**config.mk**
```make
export PLATFORM = sky130hd
export DESIGN_NAME = tick_tock_interval_timer_top_flat
export DESIGN_NICKNAME = d
export VERILOG_FILES = /design/src/sv/tti_pkg.sv /design/src/sv/tti_in_if.sv /design/src/sv/tti_out_if.sv /design/src/sv/tti_cfg_if.sv /design/src/sv/tick_tock_interval_timer_top.sv /design/src/flat_wrapper.sv
export SDC_FILE = /design/constraint.sdc
export NUM_CORES = 2
export LEC_CHECK = 0
export ABC_AREA = 1
export BUFFER_PORTS_ARGS = -buffer_cell sky130_fd_sc_hd__buf_2
export CORE_MARGIN = 3
export CORE_UTILIZATION = 57
export DETAILED_ROUTE_END_ITERATION = 10
export PLACE_DENSITY = 0.73
export SYNTH_ARGS = -nofsm -noshare
export SYNTH_HDL_FRONTEND = slang
export SYNTH_SLANG_ARGS = --single-unit
```
**constraint.sdc**
```tcl
create_clock -name clk_i -period 8.5 [get_ports clk_i]
set_clock_uncertainty 0.1 [all_clocks]
set_input_delay 0.425 -clock clk_i [delete_from_list [all_inputs] [get_ports clk_i]]
set_output_delay 0.425 -clock clk_i [all_outputs]
set_load 0.05 [all_outputs]
```
**src/sv/tti_pkg.sv**
```systemverilog
package tti_pkg;

  // Command codes carried in the opcode field of an input item
  typedef enum logic [2:0] {
    OP_USEC    = 3'd0,
    OP_START   = 3'd1,
    OP_STOP    = 3'd2,
    OP_PAUSE   = 3'd3,
    OP_RESUME  = 3'd4,
    OP_SHIFT   = 3'd5,
    OP_ADD_OFS = 3'd6,
    OP_CLR_OFS = 3'd7
  } tti_op_e;

  localparam int unsigned CFG_W  = 17;
  localparam int unsigned VAL_W  = 18;
  localparam int unsigned LEN_W  = 16;
  localparam int unsigned SHFT_W = 17;
  localparam int unsigned OFS_W  = 10;
  localparam int unsigned TS_W   = 32;

  localparam logic [LEN_W-1:0] MIN_HALF_US     = 16'd100;
  localparam logic [LEN_W-1:0] MAX_HALF_US     = 16'd50000;
  localparam logic [LEN_W-1:0] DEFAULT_HALF_US = 16'd2500;
  localparam logic [CFG_W-1:0] DEFAULT_FULL_US = 17'd5000;
  localparam logic [OFS_W-1:0] OFFSET_LIMIT    = 10'd500;

endpackage

```
**src/sv/tti_in_if.sv**
```systemverilog
interface tti_in_if import tti_pkg::*; ();
  logic                    valid;
  logic                    ready;
  logic [2:0]              opcode;
  logic signed [VAL_W-1:0] value_us;

  modport source (output valid, output opcode, output value_us, input ready);
  modport sink   (input valid, input opcode, input value_us, output ready);
endinterface

```
**src/sv/tti_out_if.sv**
```systemverilog
interface tti_out_if import tti_pkg::*; ();
  logic                    valid;
  logic                    ready;
  logic                    tick_fired;
  logic                    tock_fired;
  logic [TS_W-1:0]         timestamp_us;
  logic signed [OFS_W-1:0] offset_us;
  logic                    active;

  modport source (output valid, output tick_fired, output tock_fired, output timestamp_us,
                  output offset_us, output active, input ready);
  modport sink   (input valid, input tick_fired, input tock_fired, input timestamp_us,
                  input offset_us, input active, output ready);
endinterface

```
**src/sv/tti_cfg_if.sv**
```systemverilog
interface tti_cfg_if import tti_pkg::*; ();
  logic             valid;
  logic             ready;
  logic [CFG_W-1:0] full_interval_us;

  modport source (output valid, output full_interval_us, input ready);
  modport sink   (input valid, input full_interval_us, output ready);
endinterface

```
**src/sv/tick_tock_interval_timer_top.sv**
```systemverilog
// Tick/tock interval timer. Each input item is either one elapsed microsecond or a command
// (start, stop, pause, resume, phase shift, add/clear frequency offset); every item gives
// exactly one result carrying the tick and tock expiry flags, the timestamp, the current
// frequency offset and the active flag. The block takes one item per clock cycle, back to
// back; the result of an item passes the first stage and then the output register. The timer
// state is updated in the cycle of acceptance, and the timestamp multiply (half-tick count
// times half interval) sits in the stage after it, in front of the output register. The
// half interval is half of full_interval_us clamped to 100..50000 us; a write to it takes
// effect at once for timestamps and the next loads but does not reload the running count.
// The configuration port is always ready. Backpressure on the output stalls the two stages
// and holds off input only when both are full.
module tick_tock_interval_timer_top import tti_pkg::*; (
  input  logic      clk_i,
  input  logic      rst_ni,
  tti_in_if.sink    in_i,
  tti_out_if.source out_o,
  tti_cfg_if.sink   cfg_i
);

  localparam logic signed [18:0] LenMin = 19'(MIN_HALF_US);
  localparam logic signed [18:0] LenMax = 19'(MAX_HALF_US);
  localparam logic signed [18:0] OfsMax = 19'(OFFSET_LIMIT);
  localparam logic signed [18:0] OfsMin = -19'(OFFSET_LIMIT);

  // Clamp a signed length to the legal half-interval range
  function automatic logic [LEN_W-1:0] clamp_len(input logic signed [18:0] len);
    logic [LEN_W-1:0] res;
    if (len < LenMin) begin
      res = MIN_HALF_US;
    end else if (len > LenMax) begin
      res = MAX_HALF_US;
    end else begin
      res = len[LEN_W-1:0];
    end
    return res;
  endfunction

  // Configuration register
  logic [CFG_W-1:0] cfg_q;

  // Timer state
  logic [LEN_W-1:0]         rem_q, rem_d;
  logic [TS_W-1:0]          cnt_q, cnt_d;
  logic signed [SHFT_W-1:0] shift_q, shift_d;
  logic signed [OFS_W-1:0]  ofs_q, ofs_d;
  logic                     tock_next_q, tock_next_d;
  logic                     run_q, run_d;
  logic                     pause_q, pause_d;

  // First stage: updated state snapshot of one item
  logic                    s1_valid_q;
  logic [TS_W-1:0]         s1_cnt_q;
  logic [LEN_W-1:0]        s1_half_q;
  logic [LEN_W-1:0]        s1_elapsed_q;
  logic                    s1_tick_q;
  logic                    s1_tock_q;
  logic signed [OFS_W-1:0] s1_ofs_q;
  logic                    s1_active_q;

  // Output register
  logic                    out_valid_q;
  logic                    out_tick_q;
  logic                    out_tock_q;
  logic [TS_W-1:0]         out_ts_q;
  logic signed [OFS_W-1:0] out_ofs_q;
  logic                    out_active_q;

  logic             in_acc;
  logic             s1_adv;
  logic [LEN_W-1:0] half_raw;
  logic [LEN_W-1:0] half;
  logic [LEN_W-1:0] rem_dec;
  logic [LEN_W-1:0] tock_len;
  logic [LEN_W-1:0] tick_len;
  logic [LEN_W-1:0] elapsed;
  logic signed [18:0] val_x;
  logic signed [18:0] shift_hi;
  logic signed [18:0] shift_lo;
  logic signed [18:0] shift_clamped;
  logic signed [18:0] ofs_sum;
  logic signed [18:0] ofs_sat;
  logic             tick_f;
  logic             tock_f;
  logic [TS_W-1:0]  ts_d;
  tti_op_e          op;

  // Handshake: advance the first stage whenever the output slot frees up
  assign s1_adv      = !out_valid_q || out_o.ready;
  assign in_i.ready  = !s1_valid_q || s1_adv;
  assign in_acc      = in_i.valid && in_i.ready;
  assign cfg_i.ready = 1'b1;

  // Half interval from the configured full interval
  assign half_raw = cfg_q[CFG_W-1:1];
  always_comb begin
    if (half_raw < MIN_HALF_US) begin
      half = MIN_HALF_US;
    end else if (half_raw > MAX_HALF_US) begin
      half = MAX_HALF_US;
    end else begin
      half = half_raw;
    end
  end

  assign op       = tti_op_e'(in_i.opcode);
  assign val_x    = {in_i.value_us[VAL_W-1], in_i.value_us};
  assign rem_dec  = (rem_q != '0) ? rem_q - 16'd1 : '0;
  assign tock_len = clamp_len($signed({3'b000, half}) + {{2{shift_q[SHFT_W-1]}}, shift_q});
  assign tick_len = clamp_len($signed({3'b000, half}) + {{9{ofs_q[OFS_W-1]}}, ofs_q});
  assign shift_hi = LenMax - $signed({3'b000, half});
  assign shift_lo = LenMin - $signed({3'b000, half});
  assign ofs_sum  = {{9{ofs_q[OFS_W-1]}}, ofs_q} + val_x;

  always_comb begin
    if (val_x > shift_hi) begin
      shift_clamped = shift_hi;
    end else if (val_x < shift_lo) begin
      shift_clamped = shift_lo;
    end else begin
      shift_clamped = val_x;
    end
    if (ofs_sum > OfsMax) begin
      ofs_sat = OfsMax;
    end else if (ofs_sum < OfsMin) begin
      ofs_sat = OfsMin;
    end else begin
      ofs_sat = ofs_sum;
    end
  end

  // Next timer state for the item at the input
  always_comb begin
    rem_d       = rem_q;
    cnt_d       = cnt_q;
    shift_d     = shift_q;
    ofs_d       = ofs_q;
    tock_next_d = tock_next_q;
    run_d       = run_q;
    pause_d     = pause_q;
    tick_f      = 1'b0;
    tock_f      = 1'b0;
    unique case (op)
      OP_USEC: begin
        if (run_q && !pause_q) begin
          if (rem_dec == '0) begin
            // Expiry: count the half-tick and load the next length
            cnt_d = cnt_q + 32'd1;
            if (tock_next_q) begin
              tock_f      = 1'b1;
              tock_next_d = 1'b0;
              rem_d       = tock_len;
              shift_d     = '0;
            end else begin
              tick_f      = 1'b1;
              tock_next_d = 1'b1;
              rem_d       = tick_len;
            end
          end else begin
            rem_d = rem_dec;
          end
        end
      end
      OP_START: begin
        if (!run_q) begin
          run_d       = 1'b1;
          pause_d     = 1'b0;
          tock_next_d = 1'b1;
        end
      end
      OP_STOP: begin
        run_d = 1'b0;
      end
      OP_PAUSE: begin
        if (run_q && !pause_q) begin
          pause_d = 1'b1;
        end
      end
      OP_RESUME: begin
        if (run_q && pause_q) begin
          tock_next_d = 1'b1;
          rem_d       = half;
          pause_d     = 1'b0;
        end
      end
      OP_SHIFT: begin
        shift_d = shift_clamped[SHFT_W-1:0];
      end
      OP_ADD_OFS: begin
        ofs_d = ofs_sat[OFS_W-1:0];
      end
      OP_CLR_OFS: begin
        ofs_d = '0;
      end
    endcase
  end

  // Time gone by in the current half-interval, after this item's update
  assign elapsed = (rem_d <= half) ? half - rem_d : '0;

  // Timestamp: half-ticks times half interval plus elapsed, wrapping at 32 bits
  assign ts_d = s1_cnt_q * {16'd0, s1_half_q} + {16'd0, s1_elapsed_q};

  always_ff @(posedge clk_i or negedge rst_ni) begin
    if (!rst_ni) begin
      cfg_q       <= DEFAULT_FULL_US;
      rem_q       <= DEFAULT_HALF_US;
      cnt_q       <= '0;
      shift_q     <= '0;
      ofs_q       <= '0;
      tock_next_q <= 1'b1;
      run_q       <= 1'b0;
      pause_q     <= 1'b0;
      s1_valid_q  <= 1'b0;
      out_valid_q <= 1'b0;
    end else begin
      if (cfg_i.valid) begin
        cfg_q <= cfg_i.full_interval_us;
      end
      if (in_acc) begin
        rem_q       <= rem_d;
        cnt_q       <= cnt_d;
        shift_q     <= shift_d;
        ofs_q       <= ofs_d;
        tock_next_q <= tock_next_d;
        run_q       <= run_d;
        pause_q     <= pause_d;
      end
      if (in_i.ready) begin
        s1_valid_q <= in_i.valid;
      end
      if (s1_adv) begin
        out_valid_q <= s1_valid_q;
      end
    end
  end

  // Payload registers: hold while stalled
  always_ff @(posedge clk_i) begin
    if (in_acc) begin
      s1_cnt_q     <= cnt_d;
      s1_half_q    <= half;
      s1_elapsed_q <= elapsed;
      s1_tick_q    <= tick_f;
      s1_tock_q    <= tock_f;
      s1_ofs_q     <= ofs_d;
      s1_active_q  <= run_d && !pause_d;
    end
    if (s1_valid_q && s1_adv) begin
      out_tick_q   <= s1_tick_q;
      out_tock_q   <= s1_tock_q;
      out_ts_q     <= ts_d;
      out_ofs_q    <= s1_ofs_q;
      out_active_q <= s1_active_q;
    end
  end

  assign out_o.valid        = out_valid_q;
  assign out_o.tick_fired   = out_tick_q;
  assign out_o.tock_fired   = out_tock_q;
  assign out_o.timestamp_us = out_ts_q;
  assign out_o.offset_us    = out_ofs_q;
  assign out_o.active       = out_active_q;

  // The remaining count never rises above the maximum half interval
  a_rem_range: assert property (@(posedge clk_i) disable iff (!rst_ni)
    rem_q <= MAX_HALF_US)
    else $error("remaining count above maximum half interval");

  // An item never fires both tick and tock
  a_one_expiry: assert property (@(posedge clk_i) disable iff (!rst_ni)
    s1_valid_q |-> !(s1_tick_q && s1_tock_q))
    else $error("tick and tock fired on one item");

  // An accepted item occupies the first stage in the next cycle
  a_s1_fill: assert property (@(posedge clk_i) disable iff (!rst_ni)
    in_acc |=> s1_valid_q)
    else $error("accepted item lost before first stage");

  // Frequency offset stays saturated
  a_ofs_range: assert property (@(posedge clk_i) disable iff (!rst_ni)
    (ofs_q <= $signed(OFFSET_LIMIT)) && (ofs_q >= -$signed(OFFSET_LIMIT)))
    else $error("frequency offset outside saturation limits");

  // A stalled first stage keeps its item
  a_s1_hold: assert property (@(posedge clk_i) disable iff (!rst_ni)
    (s1_valid_q && !s1_adv) |=> (s1_valid_q && $stable(s1_cnt_q)))
    else $error("first stage item dropped under backpressure");

endmodule
```
**src/flat_wrapper.sv**
```systemverilog
// flat-port wrapper written by rule: the top's interface ports become plain ports
module tick_tock_interval_timer_top_flat import tti_pkg::*;
  (clk_i, rst_ni, in_i_valid, in_i_opcode, in_i_value_us, in_i_ready, out_o_valid, out_o_tick_fired, out_o_tock_fired, out_o_timestamp_us, out_o_offset_us, out_o_active, out_o_ready, cfg_i_valid, cfg_i_full_interval_us, cfg_i_ready);
  tti_in_if in_i_i ();
  tti_out_if out_o_i ();
  tti_cfg_if cfg_i_i ();
  input  logic clk_i;
  input  logic rst_ni;
  input wire logic [$bits(in_i_i.valid)-1:0] in_i_valid;
  input wire logic [$bits(in_i_i.opcode)-1:0] in_i_opcode;
  input wire logic [$bits(in_i_i.value_us)-1:0] in_i_value_us;
  output wire logic [$bits(in_i_i.ready)-1:0] in_i_ready;
  output wire logic [$bits(out_o_i.valid)-1:0] out_o_valid;
  output wire logic [$bits(out_o_i.tick_fired)-1:0] out_o_tick_fired;
  output wire logic [$bits(out_o_i.tock_fired)-1:0] out_o_tock_fired;
  output wire logic [$bits(out_o_i.timestamp_us)-1:0] out_o_timestamp_us;
  output wire logic [$bits(out_o_i.offset_us)-1:0] out_o_offset_us;
  output wire logic [$bits(out_o_i.active)-1:0] out_o_active;
  input wire logic [$bits(out_o_i.ready)-1:0] out_o_ready;
  input wire logic [$bits(cfg_i_i.valid)-1:0] cfg_i_valid;
  input wire logic [$bits(cfg_i_i.full_interval_us)-1:0] cfg_i_full_interval_us;
  output wire logic [$bits(cfg_i_i.ready)-1:0] cfg_i_ready;
  assign in_i_i.valid = in_i_valid;
  assign in_i_i.opcode = in_i_opcode;
  assign in_i_i.value_us = in_i_value_us;
  assign in_i_ready = in_i_i.ready;
  assign out_o_valid = out_o_i.valid;
  assign out_o_tick_fired = out_o_i.tick_fired;
  assign out_o_tock_fired = out_o_i.tock_fired;
  assign out_o_timestamp_us = out_o_i.timestamp_us;
  assign out_o_offset_us = out_o_i.offset_us;
  assign out_o_active = out_o_i.active;
  assign out_o_i.ready = out_o_ready;
  assign cfg_i_i.valid = cfg_i_valid;
  assign cfg_i_i.full_interval_us = cfg_i_full_interval_us;
  assign cfg_i_ready = cfg_i_i.ready;
  tick_tock_interval_timer_top u_core (.clk_i(clk_i), .rst_ni(rst_ni), .in_i(in_i_i), .out_o(out_o_i), .cfg_i(cfg_i_i));
endmodule
```
# Word-level counts from Yosys, hierarchy flattened
# Cells that the tools add are included.
# op_classes
eq_ne	12
n_mux	36
magnitude_cmp	11
reduce_logical	19
addsub	9
n_mul	1
# ops
operator	count
16-bit two-way mux	11
32-bit two-way mux	3
17-bit two-way mux	5
19-bit by 17-bit > comparator with 1-bit output, second input constant	2
19-bit by 8-bit less-than comparator with 1-bit output, second input constant	2
17-bit one-hot mux with 2 select lines	1
32-bit by 1-bit adder with 32-bit output, second input constant	1
32-bit by 16-bit adder with 32-bit output	1
32-bit by 16-bit multiplier with 32-bit output	1
16-bit one-hot mux with 2 select lines	1
10-bit two-way mux	2
10-bit one-hot mux with 2 select lines	1
10-bit by 18-bit adder with 19-bit output	1
19-bit by 10-bit > comparator with 1-bit output, second input constant	1
19-bit by 10-bit less-than comparator with 1-bit output, second input constant	1
17-bit by 10-bit adder with 18-bit output	1
17-bit by 17-bit adder with 18-bit output	1
18-bit by 17-bit > comparator with 1-bit output	1
18-bit by 17-bit less-than comparator with 1-bit output	1
16-bit by 16-bit subtractor with 17-bit output, first input constant	1
7-bit by 16-bit subtractor with 17-bit output, first input constant	1
16-bit > comparator, second input constant	1
16-bit less-or-equal comparator	1
16-bit zero test	1
other kinds (21)	45
# word_totals
out_inout_bits	48
in_bits	43
regBits	219
word_cells	110

# Longest topological paths before layout
# depth
word_depth	12
ltp_mapped	48
depth_no_buf	48

# Worst setup path before layout
# No wires, ideal clock.
# synth_path
path_type	register to register
start	reg u_core.s1_half_q[3]
end	reg u_core.out_ts_q[30] (netlist: u_core.out_o.timestamp_us[30]), data pin
n_path_buf	2
arrival_ns	6.165
synth_period_minus_slack_ns	6.522
slack_ns	1.978
setup_ns	0.258
required_time_ns	8.142
path_stages_with_launch	28
path_cell_list	edfxtp_1 clkbuf_1 clkbuf_1 nand2_1 fa_1 inv_1 fa_1 inv_1 fa_1 inv_1 fa_1 inv_1 fa_1 inv_1 fa_1 ha_1 nand2_1 o31ai_1 a21oi_1 o21ai_0 a21oi_1 inv_1 a21oi_1 o21ai_0 a21oi_1 nor2_1 nor2_1 xnor2_1
# synth_via
elab_chain_len	2
# synth_rtl
element	line	source
from (decl)	tick_tock_interval_timer_top.sv:53	logic [LEN_W-1:0] s1_half_q;
from (signal assigned)	tick_tock_interval_timer_top.sv:241	s1_half_q <= half;
32-bit by 16-bit multiplier with 32-bit output	tick_tock_interval_timer_top.sv:201	assign ts_d = s1_cnt_q * {16'd0, s1_half_q} + {16'd0, s1_elapsed_q};
32-bit by 16-bit adder with 32-bit output	tick_tock_interval_timer_top.sv:201	
named net u_core.ts_d[30]	tick_tock_interval_timer_top.sv:84	logic [TS_W-1:0] ts_d;
to (signal assigned)	tick_tock_interval_timer_top.sv:251	out_ts_q <= ts_d;
to (decl)	tick_tock_interval_timer_top.sv:64	logic [TS_W-1:0] out_ts_q;
# The timed path passes the listed nets, and every way through them passes these cells.
# A chain may end at the register's enable or synchronous reset.

# Worst setup path after layout
# layout_path
start	reg u_core.s1_half_q[4]
end	reg u_core.out_ts_q[30] (netlist: u_core.out_o.timestamp_us[30]), data pin
# Same word-level chain as after synthesis.

==> results.json <==
{
  "clk_latency_ns": 0.57,
  "syn_area_sq_um": 28400,
  "htreeDepth": 1,
  "nets": 4272,
  "ys_seq_area_share_pct": 21.4,
  "hold_path_end": "u_core.out_o.valid",
  "hpwl_um": 57900,
  "die_x_um": 229,
  "syn_inst": 3670,
  "yosysTopAreaCellShare_pct": 22.6,
  "finalWirelength_um": 72600,
  "dr.first_iter.drc_count": 1578,
  "final.setup.tns_ns": 0,
  "vias": 23600,
  "ys_types": 68,
  "cts_buffer_depth": 3,
  "reg2reg_depth": 26,
  "cp-end-kind": "flop",
  "antenna_found_initial": 1,
  "grt_start_max_net_pins": 93,
  "tightestPinTransition_ns": 1.27,
  "path_clk_slew_ns": 0.06,
  "via_per_inst": 5.34,
  "core_area_sq_um": 49100,
  "syn_area_per_cell_sq_um": 7.73,
  "initial_core_util_pct": 57.8,
  "drv_slew": 0,
  "rr_startpoint": "u_core.s1_half_q[4]",
  "routedWlPerCell_um": 16.5,
  "clkSinkCount": 218,
  "drc": 0,
  "rows": 81,
  "r2r_end": "u_core.out_o.timestamp_us[30]",
  "synth-seq-cells": 218,
  "synth_xor_area_share_pct": 4.35,
  "cts_setup_buffers": 0,
  "place_congestion": 0.974,
  "cts_tree": "built",
  "rrSetupSlack_ns": 0.86,
  "synthTopCellsByArea": "fa_1, edfxtp_1, nand2_1",
  "path_class": "reg2reg",
  "diodes": 0,
  "hold_violations": 0,
  "fp.dieH_um": 229,
  "cts_buffers": 26,
  "cts_root_buf": "clkbuf_16",
  "grt_pass1_vias": 23700,
  "ys.flop_type": "edfxtp_1",
  "setup_viol": 0,
  "slew_headroom_pct": 14.6,
  "synthMuxAreaShare_pct": 0.159,
  "grt_pass1_wl_um": 120000,
  "timing.fmax_ghz": 0.131,
  "whs_path_depth": 4,
  "status": "complete, no violations",
  "first_pass_iters": 8,
  "finalCritPeriodShare_pct": 89.9,
  "synth_top_family_by_area": "adder cells",
  "start_kind": "flop",
  "rsz0062_at_grt": "false",
  "pin_count": 91,
  "ant_nets": 0,
  "hp-class": "in2reg",
  "ys_async_sr_fraction_pct": 44.0,
  "ys_top_cells_by_count": "nand2_1, inv_1, fa_1",
  "globalRouteOverflowTotal": 0,
  "synth_fa_ha_area_share_pct": 30.7,
  "hp-start": "out_o_ready",
  "area_delta_synth_final_pct": 7.54,
  "min_period_ns": 7.64,
  "grtUsageTotal_pct": 28.2,
  "synth_compound_area_share_pct": 8.01,
  "synth-simple-area-share_pct": 22.2,
  "yosysWarnings": 0,
  "synth_edf_count": 122,
  "drv_cap": 0,
  "drive_above_1_share_pct": 8.60,
  "worst_ep_required_time_ns": 8.72,
  "numPortBuffers": 88,
  "cp.arrival_ns": 7.87,
  "syn_nets": 4218,
  "crit_fanout": 28,
  "die_area_sq_um": 52500,
  "yosysMostFrequentCell": "nand2_1",
  "synth_top_area_cell": "fa_1"
}
-- metal layers --
metal	vias up	track usage, %	part of all wire (%)
met2	709	49.3	48
li1	11400	-	-
met5	-	0	0.028
met4	2	8.51	3.3
met1	11300	37.4	43
met3	150	2.74	5.6
-- cells in the final DEF (no fill, tap or decap), types with 6 or more instances in the layout --
cell,count
a21oi_1,119
a221oi_1,6
a22oi_1,9
a31oi_1,13
a32o_1,13
buf_2,87
buf_4,39
clkbuf_16,26
clkinv_1,13
dfrtp_1,85
dfstp_2,11
dlygate4sd3_1,17
edfxtp_1,122
fa_1,320
ha_1,185
inv_1,835
inv_2,21
nand2_1,919
nand2_2,47
nand2_4,10
nand3_1,112
nand3_2,12
nand3b_1,7
nand4_1,42
nor2_1,195
nor2_2,11
nor3_1,38
nor4_1,15
o211ai_1,28
o21a_1,6
o21ai_0,124
o22ai_1,14
o31ai_1,8
or2_2,7
xnor2_1,43
xor2_1,94
-- critical path: stages (launching register included) --
cell and delay, ns:
edfxtp_1 1.16, nand2_1 0.16, fa_1 0.54, inv_1 0.06, fa_1 0.53, inv_1 0.05
fa_1 0.48, fa_1 0.49, inv_1 0.06, fa_1 0.52, fa_1 0.49, ha_1 0.36
a21oi_1 0.19, inv_1 0.06, a21oi_1 0.21, o31ai_1 0.15, a21oi_1 0.15, o21ai_0 0.08
buf_4 0.16, a21oi_1 0.33, inv_1 0.08, a21oi_1 0.33, o21ai_0 0.23, a21oi_1 0.19
nor2_1 0.05, nor2_1 0.11, xnor2_1 0.07
-- repair_timing --
item	in CTS	in global routing
setup endpoints to repair	0	0
hold endpoints to repair	60	0
hold buffers	17	0
gates resized for setup	0	0
-- stage by stage --
step | hold WS, ns | std cells | cell area (sq um) | utilization [%] | worst slack, ns
after floorplan | 0.0294 | 3670 | 28400 | - | 1.98
after global placement | 0.303 | 4343 | 29500 | 60.1 | 1.02
after detailed placement | 0.308 | 4343 | 29500 | 60.1 | 0.958
after CTS | 0.0152 | 4408 | 30500 | 62.2 | 0.849
final | 0.0496 | 4408 | 30500 | 62.2 | 0.856
after global routing | 0.0783 | 4408 | 30500 | 62.2 | 0.296
-- area by class of cell --
type	instances	area, sq um
Clock buffer	28	658
Clock inverter	20	183
Fill cell	4408	18600
Inverter	866	3260
Multi-Input combinational cell	2469	18600
Sequential cell	218	6080
Tap cell	664	831
Timing Repair Buffer	143	898
-- state kept, by name, indices dropped and copies added, names as in the netlist, 10 cells and up --
register,cells
u_core.rem_q,16
u_core.out_o.timestamp_us,32
u_core.cfg_q,16
u_core.s1_half_q,16
u_core.s1_cnt_q,32
u_core.s1_elapsed_q,16
u_core.ofs_q,10
u_core.cnt_q,32
u_core.shift_q,17
u_core.out_o.offset_us,10
u_core.s1_ofs_q,10
-- worst max path at each step --
stage | slack, ns | cells after the start | endpoint | start
after global routing | 0.30 | 42 | u_core.s1_elapsed_q[13] | u_core.cfg_q[7]
after detailed placement | 0.96 | 28 | u_core.out_o.timestamp_us[30] | u_core.s1_half_q[6]
after global placement | 1.02 | 28 | u_core.out_o.timestamp_us[30] | u_core.s1_half_q[6]
after floorplan | 1.98 | 27 | u_core.out_o.timestamp_us[30] | u_core.s1_half_q[3]
final | 0.86 | 26 | u_core.out_o.timestamp_us[30] | u_core.s1_half_q[4]
after CTS | 0.85 | 26 | u_core.out_o.timestamp_us[30] | u_core.s1_half_q[6]
-- logic make-up (layout without fill, tap and decap cells) --
logic type / count (synthesis) / after routing
AOI/OAI and AO/OA: 378 / 378
xor gates and xnor gates: 139 / 139
adders and majority gates: 505 / 505
buffers and inverters: 983 / 1057
DFF: 218 / 218
muxes: 4 / 4
other: 1 / 1
and+or+nand+nor: 1442 / 1442
Power is left out: the tool's default activity adds up to more than one toggle a clock period on the data nets, which glitch-free logic cannot reach.
